## src/hdl/rth_pkg.sv

```systemverilog
package rth_pkg;

    // channel byte width, also the width of every divisor and remainder
    localparam int CHAN_W = 8;

    // quotient bits resolved in each divider stage
    localparam int DIV_STEPS = 4;

    localparam int HUE_W = 16;
    localparam int SAT_W = 16;
    localparam int SUM_W = CHAN_W + 1;

    // hue offsets in degrees for each maximum channel
    localparam logic [8:0] BASE_RED   = 9'd360;
    localparam logic [8:0] BASE_GREEN = 9'd120;
    localparam logic [8:0] BASE_BLUE  = 9'd240;

    // twice full scale of one channel
    localparam logic [SUM_W-1:0] SUM_FULL = SUM_W'(510);

    localparam logic [SAT_W-1:0] SAT_MAX = '1;

    // which channel holds the maximum, red first on a tie
    typedef enum logic [1:0] {
        MAX_RED,
        MAX_GREEN,
        MAX_BLUE
    } max_sel_t;

endpackage

```

## src/hdl/rth_div.sv

```systemverilog
module rth_div
    import rth_pkg::*;
#(
    parameter int QW    = 17,
    parameter int STEPS = 4
)
(
    input  logic                          clk,
    input  logic [(QW+STEPS-1)/STEPS-1:0] en,
    input  logic [QW+CHAN_W-1:0]          dividend,
    input  logic [CHAN_W-1:0]             divisor,
    output logic [QW-1:0]                 quotient
);

    localparam int NS = (QW + STEPS - 1) / STEPS;

    logic [CHAN_W-1:0] rem_in   [NS];
    logic [QW-1:0]     lo_in    [NS];
    logic [QW-1:0]     q_in     [NS];
    logic [CHAN_W-1:0] dv_in    [NS];

    logic [CHAN_W-1:0] rem_next [NS];
    logic [QW-1:0]     lo_next  [NS];
    logic [QW-1:0]     q_next   [NS];

    logic [CHAN_W-1:0] rem_reg  [NS];
    logic [QW-1:0]     lo_reg   [NS];
    logic [QW-1:0]     q_reg    [NS];
    logic [CHAN_W-1:0] dv_reg   [NS];

    // stage inputs: the operands for the first stage, the previous stage otherwise
    always_comb
    begin
        rem_in[0] = dividend[QW+CHAN_W-1:QW];
        lo_in[0]  = dividend[QW-1:0];
        q_in[0]   = '0;
        dv_in[0]  = divisor;
        for (int j = 1; j < NS; j++)
        begin
            rem_in[j] = rem_reg[j-1];
            lo_in[j]  = lo_reg[j-1];
            q_in[j]   = q_reg[j-1];
            dv_in[j]  = dv_reg[j-1];
        end
    end

    // restoring division, one quotient bit per step
    always_comb
    begin
        logic [CHAN_W:0]   trial;
        logic [CHAN_W-1:0] r;
        logic [QW-1:0]     l;
        logic [QW-1:0]     q;
        for (int j = 0; j < NS; j++)
        begin
            r = rem_in[j];
            l = lo_in[j];
            q = q_in[j];
            for (int i = 0; i < STEPS; i++)
            begin
                if (j * STEPS + i < QW)
                begin
                    trial = {r, l[QW-1]};
                    l     = {l[QW-2:0], 1'b0};
                    if (trial >= {1'b0, dv_in[j]})
                    begin
                        r = CHAN_W'(trial - {1'b0, dv_in[j]});
                        q = {q[QW-2:0], 1'b1};
                    end
                    else
                    begin
                        r = trial[CHAN_W-1:0];
                        q = {q[QW-2:0], 1'b0};
                    end
                end
            end
            rem_next[j] = r;
            lo_next[j]  = l;
            q_next[j]   = q;
        end
    end

    always_ff @(posedge clk)
    begin
        for (int j = 0; j < NS; j++)
        begin
            if (en[j])
            begin
                rem_reg[j] <= rem_next[j];
                lo_reg[j]  <= lo_next[j];
                q_reg[j]   <= q_next[j];
                dv_reg[j]  <= dv_in[j];
            end
        end
    end

    assign quotient = q_reg[NS-1];

endmodule

```

## src/hdl/rgb_to_hsl_pixel.sv

```systemverilog
// RGB to HSL conversion, one pixel per item. Input tdata carries alpha, blue, green and red
// bytes from the lowest bit up; each pixel gives one result carrying alpha, hue (degrees with
// HUE_FRAC_BITS fraction bits, truncated, wrapped below 360), saturation (SAT_FRAC_BITS
// fraction bits, truncated, saturating at all ones) and the sum cmax + cmin, which is
// lightness times 510. Grey pixels give hue and saturation of zero; on ties for the maximum
// red wins over green and green over blue. The block takes one pixel every clock unless
// its pipe is full behind a stalled output, and holds up to one item in each stage, so a stalled
// output fills bubbles before it pushes back. The two restoring dividers for hue and saturation
// run side by side and resolve four quotient bits in each stage, with enough stages for QW
// quotient bits, where QW is the larger of 9 + HUE_FRAC_BITS, SAT_FRAC_BITS + 1 and 17.
module rgb_to_hsl_pixel
    import rth_pkg::*;
#(
    parameter int HUE_FRAC_BITS = 7,
    parameter int SAT_FRAC_BITS = 16
)
(
    input  logic        clk,
    input  logic        rst_n,

    input  logic        s_axis_tvalid,
    output logic        s_axis_tready,
    input  logic [31:0] s_axis_tdata,   // alpha_in, blue, green, red

    output logic        m_axis_tvalid,
    input  logic        m_axis_tready,
    output logic [55:0] m_axis_tdata    // alpha_out, hue, saturation, lightness_sum, zero pad
);

    // quotient width: hue reaches 420 degrees before the wrap, saturation 1.0, and
    // the quotient must be wide enough to see saturation past all ones
    localparam int QW_HUE = 9 + HUE_FRAC_BITS;
    localparam int QW_SAT = SAT_FRAC_BITS + 1;
    localparam int QW_A   = (QW_HUE > QW_SAT) ? QW_HUE : QW_SAT;
    localparam int QW     = (QW_A > SAT_W + 1) ? QW_A : SAT_W + 1;
    localparam int DW     = QW + CHAN_W;
    localparam int NS     = (QW + DIV_STEPS - 1) / DIV_STEPS;

    // stages: channel max/min, operand set-up, divider stages, output register
    localparam int P      = NS + 3;

    localparam logic [QW-1:0] HUE_FULL = QW'(360) << HUE_FRAC_BITS;
    localparam logic [QW-1:0] SAT_ONE  = QW'(1) << SAT_FRAC_BITS;

    typedef struct packed {
        logic [CHAN_W-1:0] alpha;
        logic [SUM_W-1:0]  sum;
        logic              grey;
    } side_t;

    // ------------------------------------------------------------------
    // stage control: each stage moves when it is empty or its successor moves
    // ------------------------------------------------------------------
    logic [P-1:0] valid_reg;
    logic [P-1:0] valid_next;
    logic [P-1:0] valid_in;
    logic [P:0]   en;

    always_comb
    begin
        en[P] = m_axis_tready;
        for (int k = P - 1; k >= 0; k--)
        begin
            en[k] = !valid_reg[k] || en[k+1];
        end
    end

    assign valid_in = {valid_reg[P-2:0], s_axis_tvalid};

    always_comb
    begin
        for (int k = 0; k < P; k++)
        begin
            valid_next[k] = en[k] ? valid_in[k] : valid_reg[k];
        end
    end

    always_ff @(posedge clk or negedge rst_n)
    begin
        if (!rst_n)
        begin
            valid_reg <= '0;
        end
        else
        begin
            valid_reg <= valid_next;
        end
    end

    assign s_axis_tready = en[0];

    // ------------------------------------------------------------------
    // stage a: unpack and find the largest and smallest channel
    // ------------------------------------------------------------------
    logic [CHAN_W-1:0] in_alpha, in_b, in_g, in_r;
    logic [CHAN_W-1:0] max_rg, min_rg, max_next, min_next;

    logic [CHAN_W-1:0] a_alpha_reg, a_r_reg, a_g_reg, a_b_reg;
    logic [CHAN_W-1:0] a_max_reg, a_min_reg;

    assign in_alpha = s_axis_tdata[7:0];
    assign in_b     = s_axis_tdata[15:8];
    assign in_g     = s_axis_tdata[23:16];
    assign in_r     = s_axis_tdata[31:24];

    assign max_rg   = (in_g > in_r) ? in_g : in_r;
    assign min_rg   = (in_g < in_r) ? in_g : in_r;
    assign max_next = (in_b > max_rg) ? in_b : max_rg;
    assign min_next = (in_b < min_rg) ? in_b : min_rg;

    always_ff @(posedge clk)
    begin
        if (en[0])
        begin
            a_alpha_reg <= in_alpha;
            a_r_reg     <= in_r;
            a_g_reg     <= in_g;
            a_b_reg     <= in_b;
            a_max_reg   <= max_next;
            a_min_reg   <= min_next;
        end
    end

    // ------------------------------------------------------------------
    // stage b: spread, sum, hue numerator and saturation denominator
    // ------------------------------------------------------------------
    max_sel_t           sel;
    logic [CHAN_W-1:0]  d;
    logic [SUM_W-1:0]   sum;
    logic               grey;
    logic signed [8:0]  diff;
    logic [8:0]         base;
    logic signed [17:0] diff_x;
    logic [17:0]        num;
    logic [CHAN_W-1:0]  den;

    logic [DW-1:0]      hue_num_next, sat_num_next;
    logic [CHAN_W-1:0]  hue_dv_next, sat_dv_next;

    logic [CHAN_W-1:0]  b_alpha_reg;
    logic [SUM_W-1:0]   b_sum_reg;
    logic               b_grey_reg;
    logic [DW-1:0]      b_hue_num_reg, b_sat_num_reg;
    logic [CHAN_W-1:0]  b_hue_dv_reg, b_sat_dv_reg;

    assign d    = a_max_reg - a_min_reg;
    assign sum  = SUM_W'(a_max_reg) + SUM_W'(a_min_reg);
    assign grey = (d == '0);

    always_comb
    begin
        if (a_max_reg == a_r_reg)
        begin
            sel = MAX_RED;
        end
        else if (a_max_reg == a_g_reg)
        begin
            sel = MAX_GREEN;
        end
        else
        begin
            sel = MAX_BLUE;
        end
    end

    always_comb
    begin
        unique case (sel)
            MAX_RED:
            begin
                diff = signed'({1'b0, a_g_reg}) - signed'({1'b0, a_b_reg});
                base = BASE_RED;
            end
            MAX_GREEN:
            begin
                diff = signed'({1'b0, a_b_reg}) - signed'({1'b0, a_r_reg});
                base = BASE_GREEN;
            end
            default:
            begin
                diff = signed'({1'b0, a_r_reg}) - signed'({1'b0, a_g_reg});
                base = BASE_BLUE;
            end
        endcase
    end

    // 60 * diff + base * d is never negative and stays below 2^17
    assign diff_x = 18'(diff);
    assign num    = 18'(diff_x * 18'sd60) + 18'(base) * 18'(d);

    // distance of the sum from either end of its range
    assign den = (sum <= SUM_W'(255)) ? sum[CHAN_W-1:0]
                                      : CHAN_W'(SUM_FULL - sum);

    // grey pixels divide zero by one, the result is masked at the end
    always_comb
    begin
        if (grey)
        begin
            hue_num_next = '0;
            sat_num_next = '0;
            hue_dv_next  = CHAN_W'(1);
            sat_dv_next  = CHAN_W'(1);
        end
        else
        begin
            hue_num_next = DW'(num[16:0]) << HUE_FRAC_BITS;
            sat_num_next = DW'(d) << SAT_FRAC_BITS;
            hue_dv_next  = d;
            sat_dv_next  = den;
        end
    end

    always_ff @(posedge clk)
    begin
        if (en[1])
        begin
            b_alpha_reg   <= a_alpha_reg;
            b_sum_reg     <= sum;
            b_grey_reg    <= grey;
            b_hue_num_reg <= hue_num_next;
            b_sat_num_reg <= sat_num_next;
            b_hue_dv_reg  <= hue_dv_next;
            b_sat_dv_reg  <= sat_dv_next;
        end
    end

    // ------------------------------------------------------------------
    // divider stages, with alpha, sum and the grey flag carried alongside
    // ------------------------------------------------------------------
    logic [QW-1:0] hue_q, sat_q;
    side_t         side_in  [NS];
    side_t         side_reg [NS];

    rth_div #(
        .QW    (QW),
        .STEPS (DIV_STEPS)
    ) u_hue_div (
        .clk      (clk),
        .en       (en[NS+1:2]),
        .dividend (b_hue_num_reg),
        .divisor  (b_hue_dv_reg),
        .quotient (hue_q)
    );

    rth_div #(
        .QW    (QW),
        .STEPS (DIV_STEPS)
    ) u_sat_div (
        .clk      (clk),
        .en       (en[NS+1:2]),
        .dividend (b_sat_num_reg),
        .divisor  (b_sat_dv_reg),
        .quotient (sat_q)
    );

    always_comb
    begin
        side_in[0] = '{alpha: b_alpha_reg, sum: b_sum_reg, grey: b_grey_reg};
        for (int j = 1; j < NS; j++)
        begin
            side_in[j] = side_reg[j-1];
        end
    end

    always_ff @(posedge clk)
    begin
        for (int j = 0; j < NS; j++)
        begin
            if (en[2+j])
            begin
                side_reg[j] <= side_in[j];
            end
        end
    end

    // ------------------------------------------------------------------
    // output stage: wrap hue, clamp saturation, register the result
    // ------------------------------------------------------------------
    side_t             side_last;
    logic [QW-1:0]     hue_wrap;
    logic [HUE_W-1:0]  hue_next;
    logic [SAT_W-1:0]  sat_next;

    logic [CHAN_W-1:0] alpha_out_reg;
    logic [HUE_W-1:0]  hue_reg;
    logic [SAT_W-1:0]  sat_reg;
    logic [SUM_W-1:0]  sum_out_reg;

    assign side_last = side_reg[NS-1];
    assign hue_wrap  = (hue_q >= HUE_FULL) ? hue_q - HUE_FULL : hue_q;

    always_comb
    begin
        if (side_last.grey)
        begin
            hue_next = '0;
            sat_next = '0;
        end
        else
        begin
            hue_next = hue_wrap[HUE_W-1:0];
            sat_next = (sat_q > QW'(SAT_MAX)) ? SAT_MAX : sat_q[SAT_W-1:0];
        end
    end

    always_ff @(posedge clk)
    begin
        if (en[P-1])
        begin
            alpha_out_reg <= side_last.alpha;
            hue_reg       <= hue_next;
            sat_reg       <= sat_next;
            sum_out_reg   <= side_last.sum;
        end
    end

    assign m_axis_tvalid = valid_reg[P-1];
    assign m_axis_tdata  = {7'b0, sum_out_reg, sat_reg, hue_reg, alpha_out_reg};

    // ------------------------------------------------------------------
    // checks
    // ------------------------------------------------------------------

    // hue never needs more than one wrap
    assert property (@(posedge clk) disable iff (!rst_n)
        valid_reg[NS+1] |-> (hue_wrap < HUE_FULL))
    else $error("hue quotient beyond one wrap");

    // the spread never exceeds the saturation denominator
    assert property (@(posedge clk) disable iff (!rst_n)
        (valid_reg[NS+1] && !side_last.grey) |-> (sat_q <= SAT_ONE))
    else $error("saturation quotient above one");

    // input back-pressure only comes from a full pipe behind a stalled output
    assert property (@(posedge clk) disable iff (!rst_n)
        !s_axis_tready |-> (m_axis_tvalid && !m_axis_tready && (&valid_reg)))
    else $error("input stalled without cause");

    // a stalled output item stays put for the next edge
    assert property (@(posedge clk) disable iff (!rst_n)
        (m_axis_tvalid && !m_axis_tready) |=> (m_axis_tvalid && $stable(hue_reg)
                                                && $stable(sat_reg)))
    else $error("stalled result changed");

endmodule

```

## config.mk

```make
export PLATFORM = sky130hd
export DESIGN_NAME = rgb_to_hsl_pixel
export DESIGN_NICKNAME = d
export VERILOG_FILES = /design/src/hdl/rth_pkg.sv /design/src/hdl/rth_div.sv /design/src/hdl/rgb_to_hsl_pixel.sv
export SDC_FILE = /design/constraint.sdc
export NUM_CORES = 1
export LEC_CHECK = 0
export BUFFER_PORTS_ARGS = -buffer_cell sky130_fd_sc_hd__buf_2
export CORE_MARGIN = 2
export CORE_UTILIZATION = 35
export CTS_CLUSTER_SIZE = 14
export DETAILED_ROUTE_END_ITERATION = 12
export GPL_TIMING_DRIVEN = 0
export PLACE_DENSITY_LB_ADDON = 0.2
export SLEW_MARGIN = 20
export SYNTH_ARGS = -nofsm -noshare
export SYNTH_HDL_FRONTEND = slang
export SYNTH_HIERARCHICAL = 1
export SYNTH_SLANG_ARGS = --single-unit
```

## constraint.sdc

```tcl
create_clock -name clk -period 9.7 [get_ports clk]
set_input_delay 1.94 -clock clk [delete_from_list [all_inputs] [get_ports clk]]
set_output_delay 1.94 -clock clk [all_outputs]
set_load 0.01 [all_outputs]
```

==> flow_summary.toml <==
[outcome]
status = "complete, no violations"

[floorplan]
rows = 119
die_x_um = 330.9
dieArea_sq_mm = 0.1095
core_sq_mm = 0.1057
start_util = 0.3538
fp.dieH_um = 330.9
ios = 94

[yosys]
ys.flop_type = "edfxtp_1"
synth.largest_area_cell = "edfxtp_1"
syn_inst = 3384
yosysUniqueCellTypes = 118
synth_area_per_cell_sq_um = 11.05
ys_warn_count = 6
synthTopCellsByCount = "534 x edfxtp_1, 394 x ha_1, 372 x inv_1"
ys_seq_area_frac = 0.4341
synth_area_sq_mm = 0.03740
synthTopCellsByArea = "edfxtp_1 43%, ha_1 13%, fa_1 4.6%, inv_1 3.7%, xnor2_1 3.4%"
yosysTopAreaCellShare = 0.4287
yosysMostFrequentCell = "edfxtp_1"
synth_edf_count = 534
ys_ff_latch = 542
synthArstFlopShare = 0.01476

[worst_hold_path]
whs_path_depth = 0
min_to = "side_reg[0][25]"
holdCritStartpoint = "side_reg[0][7]"
hold_class = "reg -> reg"

[worst_setup_path]
worstReg2RegEnd = "b_hue_num_reg[23]"
criticalPathCategory = "reg -> reg"
required_ns = 10.13
critPathLaunchType = "register"
path_delay_family = "adder cells"
crit_top_cell = "fa_1"
cp.arrival_ns = 9.69
r2r_slack_ns = 0.44
reg2reg_from = "a_max_reg[1]"
r2r_cells = 31
cp_slowest_cell = "edfxtp_1"
end_kind = "register"
crit_fanout = 10
crit_buf_inv = 4
crit_path_max_incr_delay_ns = 0.55

[timing]
hold_viol_final = 0
fmax_ghz = 0.1080
setup_viol = 0
fin_tns_setup_ns = 0
worst_pin_slew_ns = 1.113
holdWs_ns = 0.4057
fin_crit_sh = 0.9544
fin_crit_ns = 9.257
finalMaxSlewViolations = 0
finClkSkew_ns = 0.01986
slew_headroom = 0.2527

[routing]
wl_um = 83910
wl_per_cell_um = 16.65
vias = 25100
route.met3.wl_um = 2540
dr.pass1.iters = 5
drt_iter0_markers = 1371
drc = 0
highest_layer = "met4"
m1WireLength_um = 40150
met2_length_um = 39700
via_per_inst = 4.982
antenna_left = 0

[layout]
largest_reg_flops = 90
drive_gt1_frac = 0.1234
final_nets = 4115
area_delta_synth_final_pct = 13.53
final_util = 0.4017
design_area_sq_mm = 0.04246
final.fill_count = 10220

[global_routing]
gr-total-overflow = 0
grt_pass1_wl_um = 134800
grt_pass1_vias = 24980
antenna_found_initial = 1
grt_max_degree = 68
grtUsageTotal = 0.1551

[clocking]
cts_sinks = 542
cts_tree = "yes"
clk_path_buf_depth = 3
h-tree-depth = 3
clockRootBuffer = "clkbuf_16"
cts_buffers = 66
clk_latency_ns = 0.62
clk_pin_slew_ns = 0.06

[placement]
placed_cell_area_sq_mm = 0.03998
numPortBuffers = 86
gp_congestion = 0.8517
place.detailed.hpwl_um = 64360

[job]
maxCapViolCount = 0
-- how the worst max path moves through the flow --
stage / from / endpoint / slack, ns / cells after the start
final: a_max_reg[1] / b_hue_num_reg[23] / 0.44 / 31
after floorplan: u_hue_div/dv_reg[0][17] / u_hue_div/rem_reg[0][31] / 1.08 / 37
after global routing: b_sat_num_reg[22] / u_sat_div/rem_reg[0][2] / -0.02 / 38
after detailed placement: u_hue_div/dv_reg[0][22] / u_hue_div/rem_reg[0][27] / -0.98 / 38
after global placement: m_axis_tready / s_axis_tready / -1.34 / 8
after CTS: u_hue_div/dv_reg[0][14] / u_hue_div/rem_reg[0][17] / 0.04 / 35
-- through the flow --
stage | worst slack, ns | std cells
2_1_floorplan | 1.077 | 3422
3_3_place_gp | -1.336 | 4899
3_5_place_dp | -0.9845 | 4907
4_1_cts | 0.03729 | 5031
5_1_grt | -0.02376 | 5038
6_report | 0.4426 | 5039
-- cell usage in the layout (no fill, tap or decap), types with 10 or more instances in the layout --
cell and count:
or3_1 17, o31a_1 11, o31ai_1 14, a21o_1 76, and3_1 30, nor2b_1 85
nand4_1 36, mux2i_1 72, buf_2 89, nor3_1 57, edfxtp_1 534, mux2_2 81
buf_4 33, fa_1 86, clkbuf_1 30, ha_1 394, nand2_1 165, conb_1 39
nand2b_1 51, nand3_1 52, o211ai_1 14, a21oi_1 166, xor2_1 66, or2_2 15
a211oi_1 23, clkbuf_16 66, and2_1 17, xnor2_1 144, o21a_1 49, inv_1 363
o221ai_1 10, or4_1 13, a31oi_1 15, o21ai_0 150, o21ai_1 12, nor2_1 221
clkinv_2 14, o21bai_1 25, a221o_1 15
-- layer usage --
layer	track usage	vias up
li1	-	12760
met1	0.2103	11900
met2	0.2617	358
met3	0.02066	88
met4	0.03868	0
met5	0	-
-- kinds of logic (layout without fill, tap and decap cells) --
kind of cell             after synthesis  in the layout  share of synthesized area
AO/OA/AOI/OAI                        717            717                     0.1304
XOR/XNOR                             211            211                    0.04941
adder cells (fa/ha/maj)              480            480                     0.1778
buffers and inverters                432            657                    0.04553
flip-flops                           542            542                     0.4341
multiplexers                         172            172                    0.05011
other                                  1             40                  0.0001003
AND/OR/NAND/NOR                      829            829                     0.1126
-- layout make-up --
class | count | area, sq um | area share
multi-input combinational | 2448 | 19860 | 0.4676
sequential | 542 | 16240 | 0.3824
tap | 1391 | 1740 | 0.04099
clock buffer | 75 | 1685 | 0.03969
inverter | 380 | 1451 | 0.03418
timing repair buffer | 116 | 800.8 | 0.01886
clock inverter | 41 | 435.4 | 0.01025
buffer | 45 | 255.2 | 0.006011
antenna | 1 | 2.502 | 0.00005893
-- repair_timing --
action	in CTS	in global routing
buffers inserted	9	13
setup endpoints to repair	30	72
pin swaps	3	5
hold buffers	0	0
gates cloned	0	0
gates resized for setup	13	60
-- worst register-to-register path: cells and delay by family (launching register included) --
kind	cells	cell delay, ns
adders and majority gates	9	3.77
and+or+nand+nor	7	1.83
AOI/OAI and AO/OA	8	1.82
DFF	1	0.55
xor gates and xnor gates	2	0.42
buffers and inverters	4	0.42
muxes	1	0.26
Power is not shown: default switching activity piles up to over one toggle a cycle in this logic, so the estimate is an artifact.
